<file path="src/hw/rtl/ppas_pkg.sv">
// Shared types, constants and helpers for the point-in-polygon angle sum unit.
package ppas_pkg;

  localparam int ACC_W    = 24;
  localparam int SUM_W    = ACC_W + 1;
  localparam int TOL_W    = 13;
  localparam int Q_DEPTH  = 4;
  localparam int Q_AW     = 2;
  localparam int ATAN_LEN = 24;

  localparam logic [TOL_W-1:0] TOL_RESET = 13'd1043;

  localparam logic signed [ACC_W-1:0] ACC_MAX = {1'b0, {(ACC_W-1){1'b1}}};
  localparam logic signed [ACC_W-1:0] ACC_MIN = {1'b1, {(ACC_W-1){1'b0}}};

  // atan(2^-i) as a fraction of a full turn, scaled to 2^32
  localparam logic [31:0] ATAN_TURN32 [ATAN_LEN] = '{
    32'h20000000, 32'h12E4051E, 32'h09FB385B, 32'h051111D4, 32'h028B0D43,
    32'h0145D7E1, 32'h00A2F61E, 32'h00517C55, 32'h0028BE53, 32'h00145F2F,
    32'h000A2F98, 32'h000517CC, 32'h00028BE6, 32'h000145F3, 32'h0000A2FA,
    32'h0000517D, 32'h000028BE, 32'h0000145F, 32'h00000A30, 32'h00000518,
    32'h0000028C, 32'h00000146, 32'h000000A3, 32'h00000051
  };

  typedef struct packed {
    logic first;
    logic last;
  } flags_t;

  // Clamp a one-bit-grown sum back to the accumulator range
  function automatic logic signed [ACC_W-1:0] sat_acc(input logic signed [SUM_W-1:0] s);
    logic signed [ACC_W-1:0] r;
    if (s[SUM_W-1] != s[SUM_W-2]) begin
      r = s[SUM_W-1] ? ACC_MIN : ACC_MAX;
    end else begin
      r = s[ACC_W-1:0];
    end
    return r;
  endfunction

endpackage

</file>
<file path="src/hw/rtl/ppas_channels.sv">
// Handshake channel interfaces: vertex input, result output, tolerance write.
interface ppas_in_if #(parameter int COORD_BITS = 16);
  logic                          valid;
  logic                          ready;
  logic                          first_vertex;
  logic                          last_vertex;
  logic signed [COORD_BITS-1:0]  vertex_x;
  logic signed [COORD_BITS-1:0]  vertex_y;
  logic signed [COORD_BITS-1:0]  query_x;
  logic signed [COORD_BITS-1:0]  query_y;

  modport source (output valid, first_vertex, last_vertex, vertex_x, vertex_y,
                  query_x, query_y, input ready);
  modport sink   (input valid, first_vertex, last_vertex, vertex_x, vertex_y,
                  query_x, query_y, output ready);
endinterface

interface ppas_out_if;
  import ppas_pkg::*;
  logic                     valid;
  logic                     ready;
  logic                     inside_res;
  logic                     polygon_valid;
  logic signed [ACC_W-1:0]  total_angle;

  modport source (output valid, inside_res, polygon_valid, total_angle, input ready);
  modport sink   (input valid, inside_res, polygon_valid, total_angle, output ready);
endinterface

interface ppas_cfg_if;
  import ppas_pkg::*;
  logic              valid;
  logic              ready;
  logic [TOL_W-1:0]  data;

  modport source (output valid, data, input ready);
  modport sink   (input valid, data, output ready);
endinterface

</file>
<file path="src/hw/rtl/point_in_polygon_angle_sum_unit.sv">
// Point-in-polygon angle sum unit: one vertex per cycle unless stalled, result on each last vertex.
// Path: a last vertex passes the difference register, the CORDIC input register and
// pipeline, the queue and the three back stages before its result is offered.
// Throughput: one vertex per cycle; the front stalls only while the 4-entry queue is full.
// Reset: clears the held point, angles, accumulator, tally and all valid flags;
// the tolerance register returns to 1043.
module point_in_polygon_angle_sum_unit #(
  parameter int COORD_BITS    = 16,
  parameter int ANGLE_BITS    = 16,
  parameter int CORDIC_STAGES = 16
) (
  input  logic        clk,
  input  logic        rst_n,
  ppas_in_if.sink     in_ch,
  ppas_out_if.source  out_ch,
  ppas_cfg_if.sink    cfg_ch
);
  import ppas_pkg::*;

  localparam int FL_W   = $bits(flags_t);
  localparam int DATA_W = ANGLE_BITS + FL_W;

  logic [TOL_W-1:0]       tol_r;
  logic                   push_v;
  flags_t                 push_flags;
  logic [ANGLE_BITS-1:0]  push_angle;
  logic [DATA_W-1:0]      pop_data;
  logic                   q_nonempty, q_full, q_pop;
  flags_t                 q_flags;
  logic [ANGLE_BITS-1:0]  q_angle;

  assign cfg_ch.ready = 1'b1;

  always_ff @(posedge clk) begin
    if (!rst_n) begin
      tol_r <= TOL_RESET;
    end else if (cfg_ch.valid) begin
      tol_r <= cfg_ch.data;
    end
  end

  ppas_front #(
    .COORD_BITS    (COORD_BITS),
    .ANGLE_BITS    (ANGLE_BITS),
    .CORDIC_STAGES (CORDIC_STAGES)
  ) u_front (
    .clk        (clk),
    .rst_n      (rst_n),
    .in_ch      (in_ch),
    .stall      (q_full),
    .push_v     (push_v),
    .push_flags (push_flags),
    .push_angle (push_angle)
  );

  ppas_queue #(
    .DATA_W (DATA_W)
  ) u_queue (
    .clk       (clk),
    .rst_n     (rst_n),
    .push      (push_v),
    .push_data ({push_flags, push_angle}),
    .pop       (q_pop),
    .pop_data  (pop_data),
    .nonempty  (q_nonempty),
    .full      (q_full)
  );

  assign q_flags = flags_t'(pop_data[DATA_W-1 -: FL_W]);
  assign q_angle = pop_data[ANGLE_BITS-1:0];

  ppas_back #(
    .ANGLE_BITS (ANGLE_BITS)
  ) u_back (
    .clk     (clk),
    .rst_n   (rst_n),
    .q_valid (q_nonempty),
    .q_flags (q_flags),
    .q_angle (q_angle),
    .pop     (q_pop),
    .tol     (tol_r),
    .out_ch  (out_ch)
  );

endmodule

</file>
<file path="src/hw/rtl/ppas_front.sv">
// Front end: query point hold, vertex difference and pipelined CORDIC atan2.
module ppas_front #(
  parameter int COORD_BITS    = 16,
  parameter int ANGLE_BITS    = 16,
  parameter int CORDIC_STAGES = 16
) (
  input  logic                   clk,
  input  logic                   rst_n,
  ppas_in_if.sink                in_ch,
  input  logic                   stall,
  output logic                   push_v,
  output ppas_pkg::flags_t       push_flags,
  output logic [ANGLE_BITS-1:0]  push_angle
);
  import ppas_pkg::*;

  localparam int DW = COORD_BITS + 1;
  localparam int W  = COORD_BITS + 3;
  localparam int N  = CORDIC_STAGES;
  localparam logic [ANGLE_BITS-1:0] HALF_TURN = {1'b1, {(ANGLE_BITS-1){1'b0}}};

  logic adv;
  logic take;
  logic signed [COORD_BITS-1:0] held_x_r, held_y_r;
  logic signed [COORD_BITS-1:0] src_x, src_y;

  logic                  d_v_r;
  flags_t                d_flags_r;
  logic signed [DW-1:0]  dx_r, dy_r;

  logic signed [W-1:0]   dxe, dye;
  logic signed [W-1:0]   pre_x, pre_y;
  logic [ANGLE_BITS-1:0] pre_z;

  logic                  v_r     [N+1];
  logic                  zero_r  [N+1];
  flags_t                flags_r [N+1];
  logic signed [W-1:0]   x_r     [N+1];
  logic signed [W-1:0]   y_r     [N+1];
  logic [ANGLE_BITS-1:0] z_r     [N+1];

  // whole pipeline moves together; hold everything while the queue is full
  assign adv         = !stall;
  assign in_ch.ready = adv;
  assign take        = in_ch.valid && adv;

  assign src_x = in_ch.first_vertex ? in_ch.query_x : held_x_r;
  assign src_y = in_ch.first_vertex ? in_ch.query_y : held_y_r;

  always_ff @(posedge clk) begin
    if (!rst_n) begin
      d_v_r    <= 1'b0;
      held_x_r <= '0;
      held_y_r <= '0;
    end else if (adv) begin
      d_v_r <= take;
      if (take && in_ch.first_vertex) begin
        held_x_r <= in_ch.query_x;
        held_y_r <= in_ch.query_y;
      end
    end
  end

  always_ff @(posedge clk) begin
    if (adv) begin
      d_flags_r <= '{first: in_ch.first_vertex, last: in_ch.last_vertex};
      dx_r      <= {in_ch.vertex_x[COORD_BITS-1], in_ch.vertex_x} -
                   {src_x[COORD_BITS-1], src_x};
      dy_r      <= {in_ch.vertex_y[COORD_BITS-1], in_ch.vertex_y} -
                   {src_y[COORD_BITS-1], src_y};
    end
  end

  // fold the left half plane onto the right one
  assign dxe = {{(W-DW){dx_r[DW-1]}}, dx_r};
  assign dye = {{(W-DW){dy_r[DW-1]}}, dy_r};

  always_comb begin
    if (dx_r[DW-1]) begin
      pre_x = -dxe;
      pre_y = -dye;
      pre_z = HALF_TURN;
    end else begin
      pre_x = dxe;
      pre_y = dye;
      pre_z = '0;
    end
  end

  always_ff @(posedge clk) begin
    if (!rst_n) begin
      v_r[0] <= 1'b0;
    end else if (adv) begin
      v_r[0] <= d_v_r;
    end
  end

  always_ff @(posedge clk) begin
    if (adv) begin
      zero_r[0]  <= (dx_r == '0) && (dy_r == '0);
      flags_r[0] <= d_flags_r;
      x_r[0]     <= pre_x;
      y_r[0]     <= pre_y;
      z_r[0]     <= pre_z;
    end
  end

  for (genvar i = 0; i < N; i++) begin : g_stage
    localparam logic [32:0] STEP_FULL = {1'b0, ATAN_TURN32[i]} + (33'd1 << (31 - ANGLE_BITS));
    localparam logic [ANGLE_BITS-1:0] STEP = STEP_FULL[32-ANGLE_BITS +: ANGLE_BITS];

    logic signed [W-1:0]   xs, ys;
    logic signed [W-1:0]   x_nxt, y_nxt;
    logic [ANGLE_BITS-1:0] z_nxt;

    assign xs = x_r[i] >>> i;
    assign ys = y_r[i] >>> i;

    always_comb begin
      if (!y_r[i][W-1]) begin
        x_nxt = x_r[i] + ys;
        y_nxt = y_r[i] - xs;
        z_nxt = z_r[i] + STEP;
      end else begin
        x_nxt = x_r[i] - ys;
        y_nxt = y_r[i] + xs;
        z_nxt = z_r[i] - STEP;
      end
    end

    always_ff @(posedge clk) begin
      if (!rst_n) begin
        v_r[i+1] <= 1'b0;
      end else if (adv) begin
        v_r[i+1] <= v_r[i];
      end
    end

    always_ff @(posedge clk) begin
      if (adv) begin
        zero_r[i+1]  <= zero_r[i];
        flags_r[i+1] <= flags_r[i];
        x_r[i+1]     <= x_nxt;
        y_r[i+1]     <= y_nxt;
        z_r[i+1]     <= z_nxt;
      end
    end
  end

  assign push_v     = v_r[N] && adv;
  assign push_flags = flags_r[N];
  assign push_angle = zero_r[N] ? '0 : z_r[N];

endmodule

</file>
<file path="src/hw/rtl/ppas_queue.sv">
// Short FIFO between the angle front end and the accumulating back end.
module ppas_queue #(
  parameter int DATA_W = 18
) (
  input  logic               clk,
  input  logic               rst_n,
  input  logic               push,
  input  logic [DATA_W-1:0]  push_data,
  input  logic               pop,
  output logic [DATA_W-1:0]  pop_data,
  output logic               nonempty,
  output logic               full
);
  import ppas_pkg::*;

  logic [DATA_W-1:0] mem_r [Q_DEPTH];
  logic [Q_AW-1:0]   wr_ptr_r, rd_ptr_r;
  logic [Q_AW:0]     count_r, count_nxt;

  assign nonempty = (count_r != '0);
  assign full     = (count_r == (Q_AW+1)'(Q_DEPTH));
  assign pop_data = mem_r[rd_ptr_r];

  always_comb begin
    count_nxt = count_r;
    if (push && !pop) begin
      count_nxt = count_r + 1'b1;
    end else if (pop && !push) begin
      count_nxt = count_r - 1'b1;
    end
  end

  always_ff @(posedge clk) begin
    if (!rst_n) begin
      wr_ptr_r <= '0;
      rd_ptr_r <= '0;
      count_r  <= '0;
    end else begin
      count_r <= count_nxt;
      if (push) begin
        wr_ptr_r <= wr_ptr_r + 1'b1;
      end
      if (pop) begin
        rd_ptr_r <= rd_ptr_r + 1'b1;
      end
    end
  end

  always_ff @(posedge clk) begin
    if (push) begin
      mem_r[wr_ptr_r] <= push_data;
    end
  end

endmodule

</file>
<file path="src/hw/rtl/ppas_back.sv">
// Back end: wrapped angle-difference accumulation, closing sum and inside test.
module ppas_back #(
  parameter int ANGLE_BITS = 16
) (
  input  logic                           clk,
  input  logic                           rst_n,
  input  logic                           q_valid,
  input  ppas_pkg::flags_t               q_flags,
  input  logic [ANGLE_BITS-1:0]          q_angle,
  output logic                           pop,
  input  logic [ppas_pkg::TOL_W-1:0]     tol,
  ppas_out_if.source                     out_ch
);
  import ppas_pkg::*;

  localparam int BND_W = ((ANGLE_BITS > ACC_W - 1) ? ANGLE_BITS : ACC_W - 1) + 3;
  localparam logic signed [BND_W-1:0] TURN = BND_W'(1) << ANGLE_BITS;

  // running polygon state
  logic [ANGLE_BITS-1:0]    opening_r, opening_nxt;
  logic [ANGLE_BITS-1:0]    prev_r, prev_nxt;
  logic signed [ACC_W-1:0]  acc_r, acc_nxt;
  logic [1:0]               tally_r, tally_nxt;

  logic                          open_new;
  logic signed [ANGLE_BITS-1:0]  d1, d2;
  logic [ANGLE_BITS-1:0]         open_upd;
  logic signed [ACC_W-1:0]       acc_upd;
  logic [1:0]                    tally_upd;

  // closing stage, check stage, output register
  logic                          b_v_r, b_poly_r;
  logic signed [ACC_W-1:0]       b_acc_r;
  logic signed [ANGLE_BITS-1:0]  b_d2_r;
  logic                          c_v_r, c_poly_r;
  logic signed [ACC_W-1:0]       c_total_r;
  logic                          out_v_r, out_inside_r, out_poly_r;
  logic signed [ACC_W-1:0]       out_total_r;

  logic                     out_adv, c_adv, b_adv;
  logic signed [ACC_W-1:0]  total;
  logic signed [BND_W-1:0]  tol_e, c_total_e;
  logic signed [BND_W-1:0]  pos_lo_r, pos_hi_r, neg_lo_r, neg_hi_r;
  logic                     in_window;

  assign out_adv = !out_v_r || out_ch.ready;
  assign c_adv   = !c_v_r || out_adv;
  assign b_adv   = !b_v_r || c_adv;
  assign pop     = q_valid && b_adv;

  // open a polygon on a first vertex or when none is open
  assign open_new  = q_flags.first || (tally_r == 2'd0);
  assign d1        = q_angle - prev_r;
  assign acc_upd   = open_new ? '0 : sat_acc(SUM_W'(acc_r) + SUM_W'(d1));
  assign tally_upd = open_new ? 2'd1 : ((tally_r == 2'd3) ? 2'd3 : tally_r + 2'd1);
  assign open_upd  = open_new ? q_angle : opening_r;
  assign d2        = open_upd - q_angle;

  always_comb begin
    opening_nxt = opening_r;
    prev_nxt    = prev_r;
    acc_nxt     = acc_r;
    tally_nxt   = tally_r;
    if (pop) begin
      opening_nxt = open_upd;
      prev_nxt    = q_angle;
      if (q_flags.last) begin
        acc_nxt   = '0;
        tally_nxt = 2'd0;
      end else begin
        acc_nxt   = acc_upd;
        tally_nxt = tally_upd;
      end
    end
  end

  always_ff @(posedge clk) begin
    if (!rst_n) begin
      opening_r <= '0;
      prev_r    <= '0;
      acc_r     <= '0;
      tally_r   <= 2'd0;
      b_v_r     <= 1'b0;
      c_v_r     <= 1'b0;
      out_v_r   <= 1'b0;
    end else begin
      opening_r <= opening_nxt;
      prev_r    <= prev_nxt;
      acc_r     <= acc_nxt;
      tally_r   <= tally_nxt;
      if (b_adv) begin
        b_v_r <= pop && q_flags.last;
      end
      if (c_adv) begin
        c_v_r <= b_v_r;
      end
      if (out_adv) begin
        out_v_r <= c_v_r;
      end
    end
  end

  assign total = sat_acc(SUM_W'(b_acc_r) + SUM_W'(b_d2_r));

  // window bounds follow the tolerance register
  assign tol_e = BND_W'(tol);

  always_ff @(posedge clk) begin
    pos_lo_r <= TURN - tol_e;
    pos_hi_r <= TURN + tol_e;
    neg_lo_r <= -TURN - tol_e;
    neg_hi_r <= -TURN + tol_e;
  end

  assign c_total_e = BND_W'(c_total_r);
  assign in_window = c_poly_r &&
                     (((c_total_e > pos_lo_r) && (c_total_e < pos_hi_r)) ||
                      ((c_total_e > neg_lo_r) && (c_total_e < neg_hi_r)));

  always_ff @(posedge clk) begin
    if (b_adv) begin
      b_acc_r  <= acc_upd;
      b_d2_r   <= d2;
      b_poly_r <= (tally_upd == 2'd3);
    end
    if (c_adv) begin
      c_total_r <= total;
      c_poly_r  <= b_poly_r;
    end
    if (out_adv) begin
      out_total_r  <= c_total_r;
      out_poly_r   <= c_poly_r;
      out_inside_r <= in_window;
    end
  end

  assign out_ch.valid         = out_v_r;
  assign out_ch.inside_res    = out_inside_r;
  assign out_ch.polygon_valid = out_poly_r;
  assign out_ch.total_angle   = out_total_r;

endmodule
</file>
<file path="src/flat_wrapper.sv">
// flat-port wrapper written by rule: the top's interface ports become plain ports
module point_in_polygon_angle_sum_unit_flat import ppas_pkg::*;
#(
  parameter int COORD_BITS    = 16,
  parameter int ANGLE_BITS    = 16,
  parameter int CORDIC_STAGES = 16
)
  (clk, rst_n, in_ch_valid, in_ch_first_vertex, in_ch_last_vertex, in_ch_vertex_x, in_ch_vertex_y, in_ch_query_x, in_ch_query_y, in_ch_ready, out_ch_valid, out_ch_inside_res, out_ch_polygon_valid, out_ch_total_angle, out_ch_ready, cfg_ch_valid, cfg_ch_data, cfg_ch_ready);
  ppas_in_if #(.COORD_BITS(COORD_BITS)) in_ch_i ();
  ppas_out_if out_ch_i ();
  ppas_cfg_if cfg_ch_i ();
  input  logic clk;
  input  logic rst_n;
  input wire logic [$bits(in_ch_i.valid)-1:0] in_ch_valid;
  input wire logic [$bits(in_ch_i.first_vertex)-1:0] in_ch_first_vertex;
  input wire logic [$bits(in_ch_i.last_vertex)-1:0] in_ch_last_vertex;
  input wire logic [$bits(in_ch_i.vertex_x)-1:0] in_ch_vertex_x;
  input wire logic [$bits(in_ch_i.vertex_y)-1:0] in_ch_vertex_y;
  input wire logic [$bits(in_ch_i.query_x)-1:0] in_ch_query_x;
  input wire logic [$bits(in_ch_i.query_y)-1:0] in_ch_query_y;
  output wire logic [$bits(in_ch_i.ready)-1:0] in_ch_ready;
  output wire logic [$bits(out_ch_i.valid)-1:0] out_ch_valid;
  output wire logic [$bits(out_ch_i.inside_res)-1:0] out_ch_inside_res;
  output wire logic [$bits(out_ch_i.polygon_valid)-1:0] out_ch_polygon_valid;
  output wire logic [$bits(out_ch_i.total_angle)-1:0] out_ch_total_angle;
  input wire logic [$bits(out_ch_i.ready)-1:0] out_ch_ready;
  input wire logic [$bits(cfg_ch_i.valid)-1:0] cfg_ch_valid;
  input wire logic [$bits(cfg_ch_i.data)-1:0] cfg_ch_data;
  output wire logic [$bits(cfg_ch_i.ready)-1:0] cfg_ch_ready;
  assign in_ch_i.valid = in_ch_valid;
  assign in_ch_i.first_vertex = in_ch_first_vertex;
  assign in_ch_i.last_vertex = in_ch_last_vertex;
  assign in_ch_i.vertex_x = in_ch_vertex_x;
  assign in_ch_i.vertex_y = in_ch_vertex_y;
  assign in_ch_i.query_x = in_ch_query_x;
  assign in_ch_i.query_y = in_ch_query_y;
  assign in_ch_ready = in_ch_i.ready;
  assign out_ch_valid = out_ch_i.valid;
  assign out_ch_inside_res = out_ch_i.inside_res;
  assign out_ch_polygon_valid = out_ch_i.polygon_valid;
  assign out_ch_total_angle = out_ch_i.total_angle;
  assign out_ch_i.ready = out_ch_ready;
  assign cfg_ch_i.valid = cfg_ch_valid;
  assign cfg_ch_i.data = cfg_ch_data;
  assign cfg_ch_ready = cfg_ch_i.ready;
  point_in_polygon_angle_sum_unit #(.COORD_BITS(COORD_BITS), .ANGLE_BITS(ANGLE_BITS), .CORDIC_STAGES(CORDIC_STAGES)) u_core (.clk(clk), .rst_n(rst_n), .in_ch(in_ch_i), .out_ch(out_ch_i), .cfg_ch(cfg_ch_i));
endmodule
</file>
<file path="config.mk">
export PLATFORM = sky130hd
export DESIGN_NAME = point_in_polygon_angle_sum_unit_flat
export DESIGN_NICKNAME = d
export VERILOG_FILES = /design/src/hw/rtl/ppas_pkg.sv /design/src/hw/rtl/ppas_channels.sv /design/src/hw/rtl/point_in_polygon_angle_sum_unit.sv /design/src/hw/rtl/ppas_front.sv /design/src/hw/rtl/ppas_queue.sv /design/src/hw/rtl/ppas_back.sv /design/src/flat_wrapper.sv
export SDC_FILE = /design/constraint.sdc
export NUM_CORES = 2
export LEC_CHECK = 0
export CORE_MARGIN = 1
export CORE_UTILIZATION = 70
export CTS_CLUSTER_DIAMETER = 120
export DETAILED_ROUTE_END_ITERATION = 10
export DONT_BUFFER_PORTS = 1
export GPL_ROUTABILITY_DRIVEN = 0
export PLACE_DENSITY = 0.9
export SKIP_LAST_GASP = 1
export SYNTH_ARGS = -nofsm -noshare
export SYNTH_HDL_FRONTEND = slang
export SYNTH_SLANG_ARGS = --single-unit
</file>
<file path="constraint.sdc">
create_clock -name clk -period 39.5 [get_ports clk]
set_input_delay 3.95 -clock clk [delete_from_list [all_inputs] [get_ports clk]]
set_output_delay 3.95 -clock clk [all_outputs]
set_load 0.03 [all_outputs]
</file>
# Yosys cells after proc, flatten, opt, wreduce, memory -nomap -nowiden

Memory sizes are Yosys's and may differ from the RTL's. A register that Yosys moved wholly into a read port is not among the register bits.
Index checks and enable logic that the tools add are counted.

Add/subtract/negate cells: 110
Bitwise gates (word level): 18
Multiplexer cells: 90
Reduce and logical (&&, ||, !) cells: 28
$lt $le $gt $ge: 4
Equality and inequality tests: 5

Operators with widths:

| cell                                            | count |
|---|---|
| 19-bit 2-to-1 mux                               | 34 |
| 16-bit 2-to-1 mux                               | 20 |
| 24-bit 2-to-1 mux                               | 6 |
| 24-bit by 16-bit adder with 25-bit output       | 2 |
| 24-bit by 18-bit > comparator with 1-bit output | 2 |
| 19-bit by 10-bit adder with 19-bit output       | 2 |
| 19-bit by 11-bit adder with 19-bit output       | 2 |
| 19-bit by 12-bit adder with 19-bit output       | 2 |
| 19-bit by 13-bit adder with 19-bit output       | 2 |
| 19-bit by 14-bit adder with 19-bit output       | 2 |
| 19-bit by 15-bit adder with 19-bit output       | 2 |
| 19-bit by 16-bit adder with 19-bit output       | 2 |
| 19-bit by 17-bit adder with 19-bit output       | 2 |
| 19-bit by 18-bit adder with 19-bit output       | 2 |
| 19-bit by 4-bit adder with 19-bit output        | 2 |
| 19-bit by 5-bit adder with 19-bit output        | 2 |
| 19-bit by 6-bit adder with 19-bit output        | 2 |
| 19-bit by 7-bit adder with 19-bit output        | 2 |
| 19-bit by 8-bit adder with 19-bit output        | 2 |
| 19-bit by 9-bit adder with 19-bit output        | 2 |
| 17-bit negation with 19-bit output              | 2 |
| 19-bit by 10-bit subtractor with 19-bit output  | 2 |
| 19-bit by 11-bit subtractor with 19-bit output  | 2 |
| 19-bit by 12-bit subtractor with 19-bit output  | 2 |
| 69 further kinds                                | 153 |

Logic and storage cells: 292
Input port bits: 84
Memory bits (writable): 1,058
Flip-flop bits (word level): 314
Memories: 7

Memory list:

| memory                 | depth | bits a word | read ports | clocked after memory_dff | write ports | RTL line         | RTL |
|---|---|---|---|---|---|---|---|
| u_core.u_front.x_r     | 17    | 19          | 16         | 0                        | 17          | ppas_front.sv:38 | `logic signed [W-1:0] x_r [N+1];` |
| u_core.u_front.y_r     | 17    | 19          | 16         | 0                        | 17          | ppas_front.sv:39 | `logic signed [W-1:0] y_r [N+1];` |
| u_core.u_front.z_r     | 17    | 16          | 17         | 0                        | 17          | ppas_front.sv:40 | `logic [ANGLE_BITS-1:0] z_r [N+1];` |
| u_core.u_queue.mem_r   | 4     | 18          | 1          | 1                        | 1           | ppas_queue.sv:16 | `logic [DATA_W-1:0] mem_r [Q_DEPTH];` |
| u_core.u_front.flags_r | 17    | 2           | 17         | 0                        | 17          | ppas_front.sv:37 | `flags_t flags_r [N+1];` |
| u_core.u_front.v_r     | 17    | 1           | 17         | 0                        | 17          | ppas_front.sv:35 | `logic v_r [N+1];` |
| 1 more memories        | n/a   | n/a         | n/a        | n/a                      | n/a         | n/a              |  |

# Depth between registers and ports, before layout

Depth in word-level cells: 8
Depth in mapped cells: 24
Depth with buffers taken out: 22

# Modules after synthesis

Synthesis repeated with hierarchy kept, for this count alone.

Cell total of the unflattened synthesis: 7,845
Area total of the unflattened synthesis: 79,901.6 µm²

Modules (own cells, without submodules):

| module                          | times used | area each (µm²) | cells an instance |
|---|---|---|---|
| ppas_front                      | 1          | 65,345.2        | 6,494 |
| ppas_back                       | 1          | 10,963.0        | 1,170 |
| ppas_queue                      | 1          | 3,085.5         | 137 |
| point_in_polygon_angle_sum_unit | 1          | 508.0           | 44 |

# Least setup slack after synthesis

Ideal clock, no wire load.

Path type: register to output
Start: register u_core.u_queue.count_r[0]
End: output port in_ch_ready
Path buffers: 1
Data required time: 35.550 ns
Stages on the path, launching flop included: 4
Slack: 12.479 ns
Arrival: 23.071 ns
Cells stage by stage: dfxtp_1 -> nor2_1 -> nand2_1 -> clkbuf_1

Cells in the longest elaborated chain, start to end: 2

RTL lines:

| what                   | RTL line           | RTL |
|---|---|---|
| start, declared        | ppas_queue.sv:18   | `logic [Q_AW:0] count_r, count_nxt;` |
| start signal, assigned | ppas_queue.sv:39   | `count_r <= count_nxt;` |
| 3-bit equality test    | ppas_queue.sv:21   | `assign full = (count_r == (Q_AW+1)'(Q_DEPTH));` |
| 1-bit logical NOT      | ppas_front.sv:43   | `assign adv = !stall;` |
| end, declared          | flat_wrapper.sv:21 | `output wire logic [$bits(in_ch_i.ready)-1:0] in_ch_ready;` |

No other way between the ends.

==> results.json <==
{
  "cts_made_buffers": 117,
  "core.rowCount": 122,
  "n_fill_cell": 6729,
  "tightest_slew_ns": 1.34,
  "crit_top_cell": "a21oi_1",
  "ys_warn_count": 0,
  "vias": 60400,
  "drtAntennaViolNets": 0,
  "routed_wl_um": 185000,
  "grt_pass1_wl_um": 293000,
  "skew_ns": 0.0581,
  "synthDistinctLibCells": 85,
  "crit_path_top_delay_cell": "dfxtp_1",
  "synthArstFlopShare_pct": 0,
  "slew_viol_final": 0,
  "grt_pass1_vias": 58400,
  "drt_iter0_markers": 6211,
  "netlist_top_cells_area": "edfxtp_1 (38%), ha_1 (14%), xnor2_1 (7.2%), a21oi_1 (3.8%), dfxtp_1 (3.7%)",
  "crit_arrival_ns": 7.67,
  "post_cts_buffers": 0,
  "ioPinCount": 113,
  "netlist_area_mm2": 0.0783,
  "via_per_inst": 6.47,
  "worstSetupPathType": "register to register",
  "start_util_pct": 70.7,
  "n_antenna_cell": 0,
  "synth-seq-cells": 1142,
  "hold_path_class": "register to register",
  "netlist_top_cells_count": "edfxtp_1 (997), ha_1 (865), nor2_1 (698), xnor2_1 (643), a21oi_1 (595)",
  "grt_util_all_layers_pct": 31.7,
  "area_growth_syn_to_layout_pct": 7.11,
  "drc": 0,
  "regArea_mm2": 0.0328,
  "synth_flop_cell": "edfxtp_1",
  "slew_headroom_pct": 10.3,
  "rsz0062_at_grt": "false",
  "required_ns": 39.94,
  "die_h_um": 337,
  "clock_path_buffers": 3,
  "cts_sinks": 1142,
  "setup_viol": 0,
  "clk_latency_ns": 0.76,
  "final_nets": 8734,
  "coreArea_mm2": 0.111,
  "wire_per_inst_um": 19.8,
  "critPathLaunchType": "register",
  "hpwlAfterDp_um": 131000,
  "crit_path_cell_trace": "mux4_2 -> ha_1 -> o21a_1 -> o211ai_1 -> a21boi_0 -> o21ai_0 -> a21oi_1 -> or3_1 -> a31o_2 -> a21oi_1 -> xnor2_1 -> ha_1 -> a21oi_1 -> nor2b_1 -> nand2b_1 -> o21a_1 -> a21oi_1 -> mux2i_1 -> or4_1 -> o21ai_0",
  "die_x_um": 337,
  "clkSlewWorstSetupHoldPaths_ns": 0.07,
  "path_buf_inv": 0,
  "place_area_mm2": 0.0799,
  "multi_input_area_mm2": 0.0433,
  "yosysTopAreaCell": "edfxtp_1",
  "htree_levels": 3,
  "synth_cells": 7720,
  "synth_top_area_share_pct": 38.2,
  "critPathCaptureType": "register",
  "drive_gt1_share_pct": 4.53,
  "status": "finished, final reports clean",
  "fin_crit_sh_pct": 18.3,
  "max_freq_mhz": 138,
  "finalSetupTns_ns": 0,
  "path_max_fanout": 17,
  "synth.avg_cell_area_um2": 10.1,
  "critPathMaxStageDelay_ns": 0.86,
  "grt_max_degree": 195,
  "period_minus_slack_ns": 7.23,
  "grt_overflow": 0,
  "root_buffer": "clkbuf_16",
  "cts_tree": "built",
  "die_area_mm2": 0.113,
  "crit_family": "compound AO/OA/AOI/OAI gates",
  "antenna_found_initial": 2,
  "hold_violations": 0,
  "place.port_buffers": 0,
  "fin_area_mm2": 0.0839,
  "cts_resized": 0,
  "synth_edf_count": 997,
  "ctsHoldBuffers": 0,
  "synth.most_common_cell": "edfxtp_1",
  "firstDrtPassIters": 7,
  "ys_seq_area_share_pct": 41.9,
  "max-cap-violations": 0
}
## per-stage QoR
step | cells | hold WS [ns] | worst slack, ns | util, %
3_5_place_dp | 9113 | 0.379 | 32.00 | 72.1
5_1_grt | 9331 | 0.399 | 31.76 | 75.7
2_1_floorplan | 7721 | 0.364 | 12.48 | -
6_report | 9331 | 0.381 | 32.27 | 75.7
4_1_cts | 9331 | 0.384 | 32.41 | 75.7
3_3_place_gp | 9113 | 0.378 | 32.20 | 72.1
## cell families (layout without fill, tap and decap cells)
family	after synthesis	count (layout)	share of synthesized area, %
DFF	1142	1142	41.9
AOI/OAI and AO/OA	1745	1745	14.3
buffers and inverters	575	697	2.79
other	2	3	0.00959
and+or+nand+nor	2300	2300	13.9
adders and majority gates	911	911	14.9
xor gates and xnor gates	942	942	10.5
muxes	103	103	1.62
## final timing paths
| check | from | end | slack (ns) | cells past startpoint |
|---|---|---|---|---|
| min | u_core.u_front.flags_r[0][1] | u_core.u_front.flags_r[0][3] | 0.38 | 0 |
| min reg2reg | u_core.u_front.flags_r[0][1] | u_core.u_front.flags_r[0][3] | 0.38 | 0 |
| max | register | u_core.u_back.b_acc_r[6] | 32.27 | 20 |
| max reg2reg | register | u_core.u_back.b_acc_r[6] | 32.27 | 20 |
## flip-flops by register name (all words and copies together), names as in the netlist, 17 cells and up, named ones only
name and count:
u_core.u_queue.mem_r 68, u_core.u_front.dy_r 17, u_core.u_back.out_ch.total_angle 24, u_core.u_front.x_r 253, u_core.u_back.c_total_r 24, u_core.u_back.acc_r 24
u_core.u_front.v_r 17, u_core.u_front.flags_r 34, u_core.u_front.y_r 266, u_core.u_front.zero_r 17, u_core.u_front.dx_r 17, u_core.u_front.z_r 215
u_core.u_back.b_acc_r 24
## cell type report
type                            count  share of cell area (%)
Clock buffer                      152                    3.79
Clock inverter                     66                   0.914
Inverter                          452                    2.02
Multi-Input combinational cell   6004                    51.6
Sequential cell                  1142                    39.1
Tap cell                         1488                    2.22
Timing Repair Buffer               27                   0.271
## layer usage
layer	vias to the layer above	part of all wire (%)	wire length [µm]	global-route usage (%)
met5	-	0	0	0
met4	0	4.8	8920	14.6
met3	688	7.8	14400	4.93
met2	2991	49	90300	55.0
met1	28600	39	71400	39.0
li1	28200	-	-	-
## placed cells by master (no fill, tap or decap), drive strengths merged, types with 128 or more instances in the layout
cell / netlist / final
and3: 131 / 131
nor3: 277 / 277
a21oi: 596 / 596
o21ai: 298 / 298
edfxtp: 997 / 997
a21o: 159 / 159
xor2: 298 / 298
nand3: 176 / 176
nor2: 699 / 699
clkbuf: 105 / 152
nor2b: 128 / 128
ha: 865 / 865
inv: 450 / 453
xnor2: 644 / 644
dfxtp: 145 / 145
nand2: 504 / 504
Power is not shown: default switching activity piles up to over one toggle a cycle in this logic, so the estimate is an artifact.
